[src/rtl/wswd_pkg.sv]
// ----------------------------------------------------------------------------
// wswd_pkg
// Shared widths, codes, reset values and types for the wake score window
// detector.
// ----------------------------------------------------------------------------
package wswd_pkg;

    // Field widths
    localparam int SCORE_W    = 8;
    localparam int TIME_W     = 32;
    localparam int SUM_W      = 13;
    localparam int WIN_W      = 6;
    localparam int HOLDOFF_W  = 8;
    localparam int COOLDOWN_W = 20;

    // Stream payload widths
    localparam int IN_DATA_W  = 40;  // score + now_ms, already whole bytes
    localparam int IN_USER_W  = 1;   // req_type
    localparam int OUT_DATA_W = 16;  // detected + window_hit + window_sum, padded

    // Configuration port
    localparam int CFG_IDX_W  = 2;
    localparam int CFG_DATA_W = 20;

    localparam logic [CFG_IDX_W-1:0] CFG_CUTOFF   = 2'd0;
    localparam logic [CFG_IDX_W-1:0] CFG_WINDOW   = 2'd1;
    localparam logic [CFG_IDX_W-1:0] CFG_HOLDOFF  = 2'd2;
    localparam logic [CFG_IDX_W-1:0] CFG_COOLDOWN = 2'd3;

    // Request kinds carried in tuser
    localparam logic REQ_SCORE   = 1'b0;
    localparam logic REQ_RESTART = 1'b1;

    // Register values after reset
    localparam int RST_CUTOFF   = 128;
    localparam int RST_WINDOW   = 10;
    localparam int RST_HOLDOFF  = 100;
    localparam int RST_COOLDOWN = 2000;

    // Control from the detector to the score ring
    typedef struct packed {
        logic step;    // write the score at the next slot, update the sum
        logic clear;   // empty the ring and zero the sum
        logic rewind;  // put the write slot back to zero
    } t_ring_ctrl;

endpackage

[src/rtl/wake_score_window_detector.sv]
// ----------------------------------------------------------------------------
// wake_score_window_detector
// Path: an input transfer is captured in the input register, then passes to
// the result register, which drives m_axis_tvalid.
// Throughput: one item per cycle while m_axis_tready stays high; the
// combinational ring read, running-sum update and threshold compare allow it.
// Reset: synchronous, active low; registers return to their default values,
// the ring empties and the holdoff rearms. No clearing pass is needed.
// Scores go into a ring of the last window_length entries; once the holdoff
// has expired, a window sum above cutoff * window_length raises a hit, which
// is reported as a detection when the cooldown has passed.
// ----------------------------------------------------------------------------
module wake_score_window_detector #(
    parameter int MAX_WINDOW = 32
) (
    input  logic                                 i_clk,
    input  logic                                 i_rst_n,
    // Slave side
    input  logic                                 s_axis_tvalid,
    output logic                                 s_axis_tready,
    input  logic [wswd_pkg::IN_DATA_W-1:0]       s_axis_tdata,  // [7:0] score, [39:8] now_ms
    input  logic [wswd_pkg::IN_USER_W-1:0]       s_axis_tuser,  // [0] req_type
    // Master side
    output logic                                 m_axis_tvalid,
    input  logic                                 m_axis_tready,
    output logic [wswd_pkg::OUT_DATA_W-1:0]      m_axis_tdata,  // [0] detected,
                                                                // [1] window_hit,
                                                                // [14:2] window_sum
    // Configuration writes
    input  logic                                 i_cfg_we,
    input  logic [wswd_pkg::CFG_IDX_W-1:0]       i_cfg_addr,
    input  logic [wswd_pkg::CFG_DATA_W-1:0]      i_cfg_wdata
);
    import wswd_pkg::*;

    localparam int LEN_W      = $clog2(MAX_WINDOW + 1);
    localparam int THR_W      = SCORE_W + LEN_W;
    localparam int CMP_W      = (THR_W > SUM_W) ? THR_W : SUM_W;
    localparam int RST_LEN    = (MAX_WINDOW < RST_WINDOW) ? MAX_WINDOW : RST_WINDOW;
    localparam int RST_THRESH = RST_CUTOFF * RST_LEN;

    // Clamp a window length to 1 .. MAX_WINDOW
    function automatic logic [LEN_W-1:0] clamp_len(input logic [WIN_W-1:0] wl);
        logic [LEN_W-1:0] len;
        if (wl == '0) begin
            len = LEN_W'(1);
        end else if (int'(wl) > MAX_WINDOW) begin
            len = LEN_W'(MAX_WINDOW);
        end else begin
            len = LEN_W'(wl);
        end
        return len;
    endfunction

    // Configuration
    logic [SCORE_W-1:0]    r_cutoff;
    logic [LEN_W-1:0]      r_eff_len;
    logic [THR_W-1:0]      r_thresh;
    logic [HOLDOFF_W-1:0]  r_holdoff_count;
    logic [COOLDOWN_W-1:0] r_cooldown;

    // Detector state
    logic [HOLDOFF_W-1:0]  r_holdoff_left;
    logic [TIME_W-1:0]     r_last_ms;
    logic                  r_ever;

    // Input register
    logic                  r_in_valid;
    logic                  r_in_req;
    logic [SCORE_W-1:0]    r_in_score;
    logic [TIME_W-1:0]     r_in_now;

    // Result register
    logic                  r_out_valid;
    logic                  r_out_det;
    logic                  r_out_hit;
    logic [SUM_W-1:0]      r_out_sum;

    logic                  advance;
    logic                  is_score;
    logic [HOLDOFF_W-1:0]  n_holdoff_left;
    logic                  expired;
    logic [SUM_W-1:0]      sum_next;
    logic                  hit;
    logic [TIME_W-1:0]     elapsed;
    logic                  cool_ok;
    logic                  det;
    logic                  win_write;
    logic [LEN_W-1:0]      cfg_len;
    t_ring_ctrl            ring_ctrl;

    // Handshake: the result register parts the two sides
    assign advance       = r_in_valid && (!r_out_valid || m_axis_tready);
    assign s_axis_tready = !r_in_valid || advance;

    // Score ring and running sum
    wswd_ring #(
        .MAX_WINDOW (MAX_WINDOW)
    ) u_ring (
        .i_clk      (i_clk),
        .i_rst_n    (i_rst_n),
        .i_ctrl     (ring_ctrl),
        .i_score    (r_in_score),
        .i_len      (r_eff_len),
        .o_sum_next (sum_next)
    );

    // Evaluate the registered item
    always_comb begin
        is_score = (r_in_req == REQ_SCORE);
        if (is_score && (r_in_score < r_cutoff) && (r_holdoff_left != '0)) begin
            n_holdoff_left = r_holdoff_left - HOLDOFF_W'(1);
        end else begin
            n_holdoff_left = r_holdoff_left;
        end
        expired = (n_holdoff_left == '0);
        hit     = is_score && expired && (CMP_W'(sum_next) > CMP_W'(r_thresh));
        elapsed = r_in_now - r_last_ms;
        cool_ok = !r_ever || (elapsed >= TIME_W'(r_cooldown));
        det     = hit && cool_ok;
    end

    // Ring control
    assign win_write       = i_cfg_we && (i_cfg_addr == CFG_WINDOW);
    assign cfg_len         = clamp_len(i_cfg_wdata[WIN_W-1:0]);
    assign ring_ctrl.step   = advance && is_score;
    assign ring_ctrl.clear  = (advance && (!is_score || hit)) || win_write;
    assign ring_ctrl.rewind = win_write;

    // Configuration registers; the threshold product is formed on the write
    always_ff @(posedge i_clk) begin
        if (!i_rst_n) begin
            r_cutoff        <= SCORE_W'(RST_CUTOFF);
            r_eff_len       <= LEN_W'(RST_LEN);
            r_thresh        <= THR_W'(RST_THRESH);
            r_holdoff_count <= HOLDOFF_W'(RST_HOLDOFF);
            r_cooldown      <= COOLDOWN_W'(RST_COOLDOWN);
        end else if (i_cfg_we) begin
            case (i_cfg_addr)
                CFG_CUTOFF: begin
                    r_cutoff <= i_cfg_wdata[SCORE_W-1:0];
                    r_thresh <= THR_W'(i_cfg_wdata[SCORE_W-1:0]) * THR_W'(r_eff_len);
                end
                CFG_WINDOW: begin
                    r_eff_len <= cfg_len;
                    r_thresh  <= THR_W'(r_cutoff) * THR_W'(cfg_len);
                end
                CFG_HOLDOFF: begin
                    r_holdoff_count <= i_cfg_wdata[HOLDOFF_W-1:0];
                end
                CFG_COOLDOWN: begin
                    r_cooldown <= i_cfg_wdata[COOLDOWN_W-1:0];
                end
                default: begin
                end
            endcase
        end
    end

    // Holdoff and report history
    always_ff @(posedge i_clk) begin
        if (!i_rst_n) begin
            r_holdoff_left <= HOLDOFF_W'(RST_HOLDOFF);
            r_last_ms      <= '0;
            r_ever         <= 1'b0;
        end else if (advance) begin
            if (!is_score || hit) begin
                r_holdoff_left <= r_holdoff_count;
            end else begin
                r_holdoff_left <= n_holdoff_left;
            end
            if (det) begin
                r_last_ms <= r_in_now;
                r_ever    <= 1'b1;
            end
        end
    end

    // Capture input transfers
    always_ff @(posedge i_clk) begin
        if (!i_rst_n) begin
            r_in_valid <= 1'b0;
        end else if (s_axis_tready) begin
            r_in_valid <= s_axis_tvalid;
        end
    end

    always_ff @(posedge i_clk) begin
        if (s_axis_tvalid && s_axis_tready) begin
            r_in_req   <= s_axis_tuser[0];
            r_in_score <= s_axis_tdata[SCORE_W-1:0];
            r_in_now   <= s_axis_tdata[SCORE_W +: TIME_W];
        end
    end

    // Hold the result until the master side takes it
    always_ff @(posedge i_clk) begin
        if (!i_rst_n) begin
            r_out_valid <= 1'b0;
        end else if (advance) begin
            r_out_valid <= 1'b1;
        end else if (m_axis_tready) begin
            r_out_valid <= 1'b0;
        end
    end

    always_ff @(posedge i_clk) begin
        if (advance) begin
            r_out_det <= det;
            r_out_hit <= hit;
            r_out_sum <= (is_score && expired) ? sum_next : '0;
        end
    end

    assign m_axis_tvalid = r_out_valid;
    assign m_axis_tdata  = {{(OUT_DATA_W - SUM_W - 2){1'b0}}, r_out_sum, r_out_hit, r_out_det};

endmodule

[src/rtl/wswd_ring.sv]
// ----------------------------------------------------------------------------
// wswd_ring
// Ring of the most recent scores with a running sum. Per-slot valid bits let
// the whole ring clear at once; an empty slot reads as zero.
// ----------------------------------------------------------------------------
module wswd_ring #(
    parameter int MAX_WINDOW = 32
) (
    input  logic                                  i_clk,
    input  logic                                  i_rst_n,
    input  wswd_pkg::t_ring_ctrl                  i_ctrl,
    input  logic [wswd_pkg::SCORE_W-1:0]          i_score,
    input  logic [$clog2(MAX_WINDOW+1)-1:0]       i_len,
    output logic [wswd_pkg::SUM_W-1:0]            o_sum_next
);
    import wswd_pkg::*;

    localparam int IDX_W = (MAX_WINDOW > 1) ? $clog2(MAX_WINDOW) : 1;

    logic [SCORE_W-1:0]    r_ring [MAX_WINDOW];
    logic [MAX_WINDOW-1:0] r_valid;
    logic [IDX_W-1:0]      r_idx;
    logic [SUM_W-1:0]      r_sum;

    logic [IDX_W:0]        idx_inc;
    logic [IDX_W-1:0]      n_idx;
    logic [SCORE_W-1:0]    old_score;
    logic [SUM_W-1:0]      n_sum;

    // Advance the slot, wrap at the window length, swap the oldest score out
    always_comb begin
        idx_inc   = {1'b0, r_idx} + (IDX_W + 1)'(1);
        n_idx     = (idx_inc >= (IDX_W + 1)'(i_len)) ? '0 : idx_inc[IDX_W-1:0];
        old_score = r_valid[n_idx] ? r_ring[n_idx] : '0;
        n_sum     = r_sum - SUM_W'(old_score) + SUM_W'(i_score);
    end

    assign o_sum_next = n_sum;

    // Control state: slot pointer, valid bits, running sum
    always_ff @(posedge i_clk) begin
        if (!i_rst_n) begin
            r_idx   <= '0;
            r_valid <= '0;
            r_sum   <= '0;
        end else begin
            if (i_ctrl.rewind) begin
                r_idx <= '0;
            end else if (i_ctrl.step) begin
                r_idx <= n_idx;
            end
            if (i_ctrl.clear) begin
                r_valid <= '0;
                r_sum   <= '0;
            end else if (i_ctrl.step) begin
                r_valid[n_idx] <= 1'b1;
                r_sum          <= n_sum;
            end
        end
    end

    // Score storage
    always_ff @(posedge i_clk) begin
        if (i_ctrl.step) begin
            r_ring[n_idx] <= i_score;
        end
    end

endmodule
[config.mk]
export PLATFORM = sky130hd
export DESIGN_NAME = wake_score_window_detector
export DESIGN_NICKNAME = d
export VERILOG_FILES = /design/src/rtl/wswd_pkg.sv /design/src/rtl/wake_score_window_detector.sv /design/src/rtl/wswd_ring.sv
export SDC_FILE = /design/constraint.sdc
export NUM_CORES = 1
export LEC_CHECK = 0
export BUFFER_PORTS_ARGS = -buffer_cell sky130_fd_sc_hd__buf_4
export CAP_MARGIN = 40
export CORE_UTILIZATION = 55
export DETAILED_ROUTE_END_ITERATION = 10
export PLACE_DENSITY_LB_ADDON = 0.2
export SLEW_MARGIN = 20
export SYNTH_ARGS = -nofsm -noshare
export SYNTH_HDL_FRONTEND = slang
export SYNTH_SLANG_ARGS = --single-unit
[constraint.sdc]
create_clock -name i_clk -period 9.25 [get_ports i_clk]
set_input_delay 0.925 -clock i_clk [delete_from_list [all_inputs] [get_ports i_clk]]
set_output_delay 0.925 -clock i_clk [all_outputs]
set_load 0.01 [all_outputs]
==> impl_metrics.json, run 1 <==
{
  "grt_use_total_pct": 27.3,
  "clk_latency_ps": 610,
  "grt_max_degree": 93,
  "netlist_instances": 2260,
  "postSynthAreaPerCell_um2": 10.7,
  "status": "finished clean",
  "first_pass_iters": 8,
  "async_reset_ff_share_pct": 0,
  "ys_ff_latch": 461,
  "ios": 86,
  "num_antenna_cells": 0,
  "cpLargestDelayFamily": "compound AO/OA/AOI/OAI gates",
  "cts-root-buf": "clkbuf_16",
  "vias": 17400,
  "synth_flop_cell": "edfxtp_1",
  "gp_congestion": 0.943,
  "crit_type": "reg2reg",
  "path_max_fanout": 36,
  "power.density_nw_per_um2": 176,
  "synth_top_area_share_pct": 38.6,
  "hold_violations": 0,
  "regArea_um2": 12400,
  "core_area_um2": 43300,
  "fmax_mhz": 117,
  "fill_cells": 3421,
  "io_buffer_count": 84,
  "hold_path_class": "reg2reg",
  "drive_gt1_share_pct": 12.0,
  "reg2regPathDepth": 35,
  "tns_ps": 0,
  "startpoint_type": "flip-flop",
  "fin_skew_ps": 27.1,
  "cp.buffers_inverters": 4,
  "crit_path_end": "u_ring.r_valid[5]",
  "ir_drop_uv": 155,
  "fp.dieH_um": 212,
  "period_needed_ps": 8560,
  "ant_nets": 0,
  "yosys.area.top_type": "edfxtp_1",
  "p_total_mw": 4.81,
  "synth_cell_types": 83,
  "netlist_top_cells_area": "edfxtp_1 39%, dfxtp_1 12%, ha_1 7.1%",
  "period_share_pct": 92.5,
  "reg2reg_slack_ps": 690,
  "final_util_pct": 63.2,
  "setup_violations": 0,
  "synthesis.area_um2": 24300,
  "wl_per_cell_um": 20.4,
  "cp-end-kind": "flip-flop",
  "num_rows": 76,
  "ys_seq_area_share_pct": 50.9,
  "rsz0062_at_grt": "no",
  "grt_pass1_wl_um": 94300,
  "maxCapViolations": 0,
  "place_area_um2": 25500,
  "globalRouteOverflowTotal": 0,
  "routed_wl_um": 60500,
  "antenna_found_initial": 0,
  "place_hpwl_um": 40700,
  "die-area_um2": 45000,
  "post-route-drc-count": 0,
  "cp-startpoint": "u_ring.r_idx[0]",
  "grt_pass1_vias": 17000,
  "cts.path.max_buffers": 3,
  "finalInstanceArea_um2": 27300,
  "worst_pin_slew_ps": 871,
  "power_leakage_nw": 10.4,
  "cp_data_required_time_ps": 9790,
  "nets": 2610,
  "clkTransAtPathRegs_ps": 60,
  "vias_per_cell": 5.87,
  "r2r-end": "u_ring.r_valid[5]",
  "slowest_delay_ps": 530,
  "cts_tree": "built",
  "worstPathArrival_ps": 9100,
  "cts_buffers": 47,
  "yosys_warnings": 0,
  "relSlewSlack_pct": 41.9,
  "drt_iter0_markers": 1564,
  "area_growth_pct": 12.7,
  "synth_edf_count": 312,
  "die_width_um": 212,
  "initial_utilization_pct": 56.1,
  "cts.sinks": 461,
  "h-tree-depth": 2,
  "rr_startpoint": "u_ring.r_idx[0]",
  "worst-path-stages": 35,
  "slew_viol_final": 0,
  "syn_nets": 2524,
  "slowest_stage": "o21ba_2",
  "multiInputGateArea_um2": 10700
}
## synthesized netlist by cell type (all sizes together), types with 14 or more instances
| library cell | n |
|---|---|
| edfxtp | 312 |
| nand2 | 312 |
| inv | 202 |
| nor2 | 151 |
| dfxtp | 149 |
| ha | 137 |
| a21oi | 121 |
| o21ai | 77 |
| o22ai | 74 |
| clkbuf | 72 |
| fa | 59 |
| mux2i | 59 |
| buf | 42 |
| xnor2 | 41 |
| and2 | 34 |
| nand3 | 33 |
| a211oi | 31 |
| o21a | 28 |
| mux2 | 26 |
| nand2b | 23 |
| a21o | 22 |
| nor3 | 21 |
| xor2 | 21 |
| nor2b | 20 |
| a221oi | 19 |
| o211ai | 18 |
| o21bai | 17 |
| and3 | 16 |
| nand4 | 16 |
| a31oi | 14 |
| mux4 | 14 |
| nor4 | 14 |
## cells in the final DEF, fill, tap and decap left out, types with 9 or more instances in the layout
cell type,instances
nand3_1,33
mux4_2,14
clkbuf_16,48
o21ai_0,74
clkinv_2,9
mux2_2,26
nand4_1,16
nand2b_1,23
inv_1,201
o21a_1,28
and2_1,32
and3_1,16
o211ai_1,18
a31oi_1,14
ha_1,136
buf_4,139
xor2_1,21
fa_1,59
nor3_1,19
edfxtp_1,312
a211oi_1,28
a21oi_1,120
nor2b_1,20
a21o_1,22
nor4_1,12
o22ai_1,74
nand2_1,311
o21bai_1,16
clkinv_1,12
nor2_1,148
dfxtp_1,148
mux2i_1,59
a221oi_1,18
xnor2_1,40
## report_power, final
part	internal, mW	switching (mW)
clock	1.12	0.810
sequential	2.23	0.0224
combinational	0.247	0.382
total	3.60	1.21
## per-layer routing
| metal | GRT usage (%) | share of wire (%) | vias up |
|---|---|---|---|
| li1 | - | - | 8197 |
| met3 | 3.68 | 7.3 | 123 |
| met2 | 43.5 | 46 | 681 |
| met5 | 0 | 0 | - |
| met4 | 7.92 | 2.3 | 0 |
| met1 | 39.1 | 45 | 8423 |
## layout make-up
cell class,count,area share [%]
Inverter,202,2.77
Tap cell,585,2.68
Clock buffer,58,4.64
Sequential cell,461,45.2
Timing Repair Buffer,150,4.52
Clock inverter,29,1.09
Multi-Input combinational cell,1484,39.1
## repair_timing
action,4_1_cts,5_1_grt
gates resized for setup,0,4
hold buffers,0,0
setup buffers,0,4
setup endpoints to repair,0,83
## tightest hold or removal path, cell delays in order (launching register included)
cell     delay, ps
dfxtp_1        310
nand2_1         50
mux2i_1         50
## cells by family (layout without fill, tap and decap cells)
group | Yosys count | in the layout | synth area share, %
and+or+nand+nor | 655 | 655 | 12.1
AOI/OAI and AO/OA | 470 | 471 | 12.7
DFF | 461 | 461 | 50.9
buffers and inverters | 316 | 439 | 5.18
adders and majority gates | 196 | 196 | 11.9
muxes | 99 | 99 | 4.94
xor gates and xnor gates | 62 | 62 | 2.24
other | 1 | 1 | 0.0155
## state kept, by name, indices dropped and copies added, names as in the netlist, 6 cells and up
register	count
r_holdoff_count	8
r_last_ms	32
r_eff_len	6
r_cutoff	8
r_out_sum	13
r_holdoff_left	8
r_thresh	14
r_cooldown	20
u_ring.r_sum	13
u_ring.r_ring	256
r_in_score	8
u_ring.r_valid	32
r_in_now	32
## worst min-delay path by stage
stage,start,to,slack [ps],cells past startpoint
CTS,r_last_ms[1],r_last_ms[1],460,2
floorplan,u_ring.r_valid[13],u_ring.r_valid[13],430,2
detailed placement,r_last_ms[22],r_last_ms[22],450,2
global route,u_ring.r_valid[24],u_ring.r_valid[24],470,1
finish,r_last_ms[10],r_last_ms[10],460,2
global placement,u_ring.r_valid[31],u_ring.r_valid[31],440,1
## per-stage QoR
step / cells / setup WS (ps) / hold slack [ps]
floorplan: 2260 / 1570 / 432
global route: 2969 / 25.6 / 472
CTS: 2944 / 193 / 457
finish: 2969 / 694 / 456
global placement: 2847 / 543 / 441
detailed placement: 2857 / 262 / 448
Note: power is estimated with default switching activity, not from simulation.
==> run 2: changes to the inputs <==
--- a/config.mk
+++ b/config.mk
@@ -13,4 +13,5 @@
 export SLEW_MARGIN = 20
 export SYNTH_ARGS = -nofsm -noshare
 export SYNTH_HDL_FRONTEND = slang
+export SYNTH_HIERARCHICAL = 1
 export SYNTH_SLANG_ARGS = --single-unit
==> impl_metrics.json, run 2 <==
{
  "status": "finished clean",
  "yosys-top-cells-count": "312 x edfxtp_1, 266 x nand2_1, 207 x inv_1",
  "dp.cells": 2942,
  "vias": 17800,
  "netlist_top_cells_area": "edfxtp_1 38%, dfxtp_1 12%, ha_1 7.0%",
  "ios": 86,
  "cp-startpoint": "u_ring/r_idx[0]",
  "grt_max_degree": 82,
  "final_common_cell": "edfxtp_1",
  "cts_tree": "built",
  "cts-root-buf": "clkbuf_16",
  "grt_use_total_pct": 27.1,
  "synth_edf_count": 312,
  "period_share_pct": 93.7,
  "cts_buffers": 48,
  "worst-path-stages": 33,
  "startpoint_type": "flip-flop",
  "postSynthAreaPerCell_um2": 10.5,
  "die-area_um2": 45600,
  "routed_wl_um": 61000,
  "fp.dieH_um": 214,
  "ys_ff_latch": 461,
  "netlist_instances": 2341,
  "final_cell_mix": "312 x edfxtp_1, 266 x nand2_1, 207 x inv_1, 185 x nor2_1, 183 x a21oi_1",
  "tns_ps": 0,
  "r2r-end": "u_ring/r_sum[9]",
  "cpLargestDelayFamily": "compound AO/OA/AOI/OAI gates",
  "area_growth_pct": 12.4,
  "relSlewSlack_pct": 41.9,
  "path_max_fanout": 35,
  "fill_cells": 3557,
  "slowest_delay_ps": 650,
  "grt_pass1_vias": 17300,
  "crit_type": "reg2reg",
  "die_width_um": 214,
  "rsz0062_at_grt": "no",
  "setup_violations": 0,
  "ir_drop_uv": 137,
  "synthMostInstantiatedCell": "edfxtp_1",
  "rr_startpoint": "u_ring/r_idx[0]",
  "crit_path_end": "u_ring/r_sum[9]",
  "core_area_um2": 44200,
  "post-route-drc-count": 0,
  "maxCapViolations": 0,
  "synth_top_area_share_pct": 38.0,
  "num_antenna_cells": 0,
  "num_rows": 77,
  "ant_nets": 0,
  "cp-end-kind": "flip-flop",
  "io_buffer_count": 84,
  "first_pass_iters": 6,
  "period_needed_ps": 8660,
  "cts_resized": 0,
  "fin_skew_ps": 38.5,
  "cts.sinks": 461,
  "h-tree-depth": 2,
  "ctsHoldBuffers": 0,
  "slowest_stage": "a2111oi_1",
  "worst_pin_slew_ps": 869,
  "synthesis.area_um2": 24600,
  "slew_viol_final": 0,
  "reg2reg_slack_ps": 590,
  "largest_reg_flops": 256,
  "clk_latency_ps": 610,
  "vias_per_cell": 5.84,
  "drt_iter0_markers": 1505,
  "drive_gt1_share_pct": 10.9,
  "syn_nets": 2605,
  "cp_data_required_time_ps": 9730,
  "clkTransAtPathRegs_ps": 60,
  "grt_pass1_wl_um": 95100,
  "synth_flop_cell": "edfxtp_1",
  "wl_per_cell_um": 20.1,
  "yosys_warnings": 6,
  "regMostFlops": "u_ring/r_ring",
  "postCtsSetupBuffers": 0,
  "reg2regPathDepth": 33,
  "fmax_mhz": 115,
  "synth_cell_types": 84,
  "yosys.area.top_type": "edfxtp_1",
  "cts.path.max_buffers": 3,
  "power_leakage_nw": 10.3,
  "initial_utilization_pct": 55.7,
  "ys_seq_area_share_pct": 50.1,
  "worstPathArrival_ps": 9140,
  "async_reset_ff_share_pct": 0,
  "hold_violations": 0,
  "final_cell_count_no_fill": 3042,
  "globalRouteOverflowTotal": 0,
  "antenna_found_initial": 0,
  "power.density_nw_per_um2": 177,
  "hold_path_class": "reg2reg",
  "gp_congestion": 1.02,
  "cp.buffers_inverters": 3,
  "place_hpwl_um": 42100,
  "nets": 2674
}
==> run 2: worst register-to-register path: cells and delay by family, from the launching register on <==
kind                     cells  cell delay, ps
AO/OA/AOI/OAI               13            3460
adder cells (fa/ha/maj)      5            1630
AND/OR/NAND/NOR              9            1230
buffers and inverters        3             970
XOR/XNOR                     3             790
flip-flops                   1             470
==> run 2: how the worst min path moves through the flow <==
stage,slack [ps],endpoint,depth (start not counted),from
finish,460,r_last_ms[8],2,r_last_ms[8]
global route,470,r_in_now[22],1,s_axis_tdata[30]
CTS,460,r_holdoff_count[1],2,r_holdoff_count[1]
detailed placement,450,r_holdoff_count[1],2,r_holdoff_count[1]
global placement,440,r_last_ms[7],2,r_last_ms[7]
floorplan,430,r_thresh[4],2,r_thresh[4]
==> run 2: through the flow <==
step	utilization [%]	total power, mW	instance area (um2)	hold slack (ps)	setup WS (ps)
2_1_floorplan	-	2.72	24600	432	1650
3_3_place_gp	58.3	2.89	25800	442	706
3_5_place_dp	58.6	2.91	25900	447	523
4_1_cts	62.3	4.92	27600	455	492
5_1_grt	62.6	5.07	27700	470	82.6
6_report	62.6	4.89	27700	455	585
==> run 2: kinds of logic after synthesis <==
family	Yosys count	synth area share [%]
and+or+nand+nor	697	13.3
buffers and inverters	329	5.27
xor gates and xnor gates	58	2.06
adders and majority gates	196	11.8
other	1	0.0152
AOI/OAI and AO/OA	482	12.6
DFF	461	50.1
muxes	117	4.90
==> run 2: metal layers <==
layer	share of wire (%)	global-route usage (%)	wire length (um)
met1	42	36.0	25900
met2	48	45.2	29200
met3	6.4	3.87	3920
met4	3.3	10.3	2040
met5	0	0	0
==> run 2: power by group <==
group	total [mW]	switching (mW)	internal (mW)
Clock	2.01	0.820	1.19
Combinational	0.624	0.382	0.242
Sequential	2.26	0.0239	2.23
==> run 2: cell type report <==
| type | instances | area, um2 | area share (%) |
|---|---|---|---|
| Clock buffer | 57 | 1290 | 4.65 |
| Clock inverter | 33 | 380 | 1.37 |
| Multi-Input combinational cell | 1551 | 11000 | 39.8 |
| Inverter | 210 | 788 | 2.85 |
| Sequential cell | 461 | 12400 | 44.6 |
| Tap cell | 592 | 741 | 2.68 |
| Timing Repair Buffer | 138 | 1120 | 4.05 |
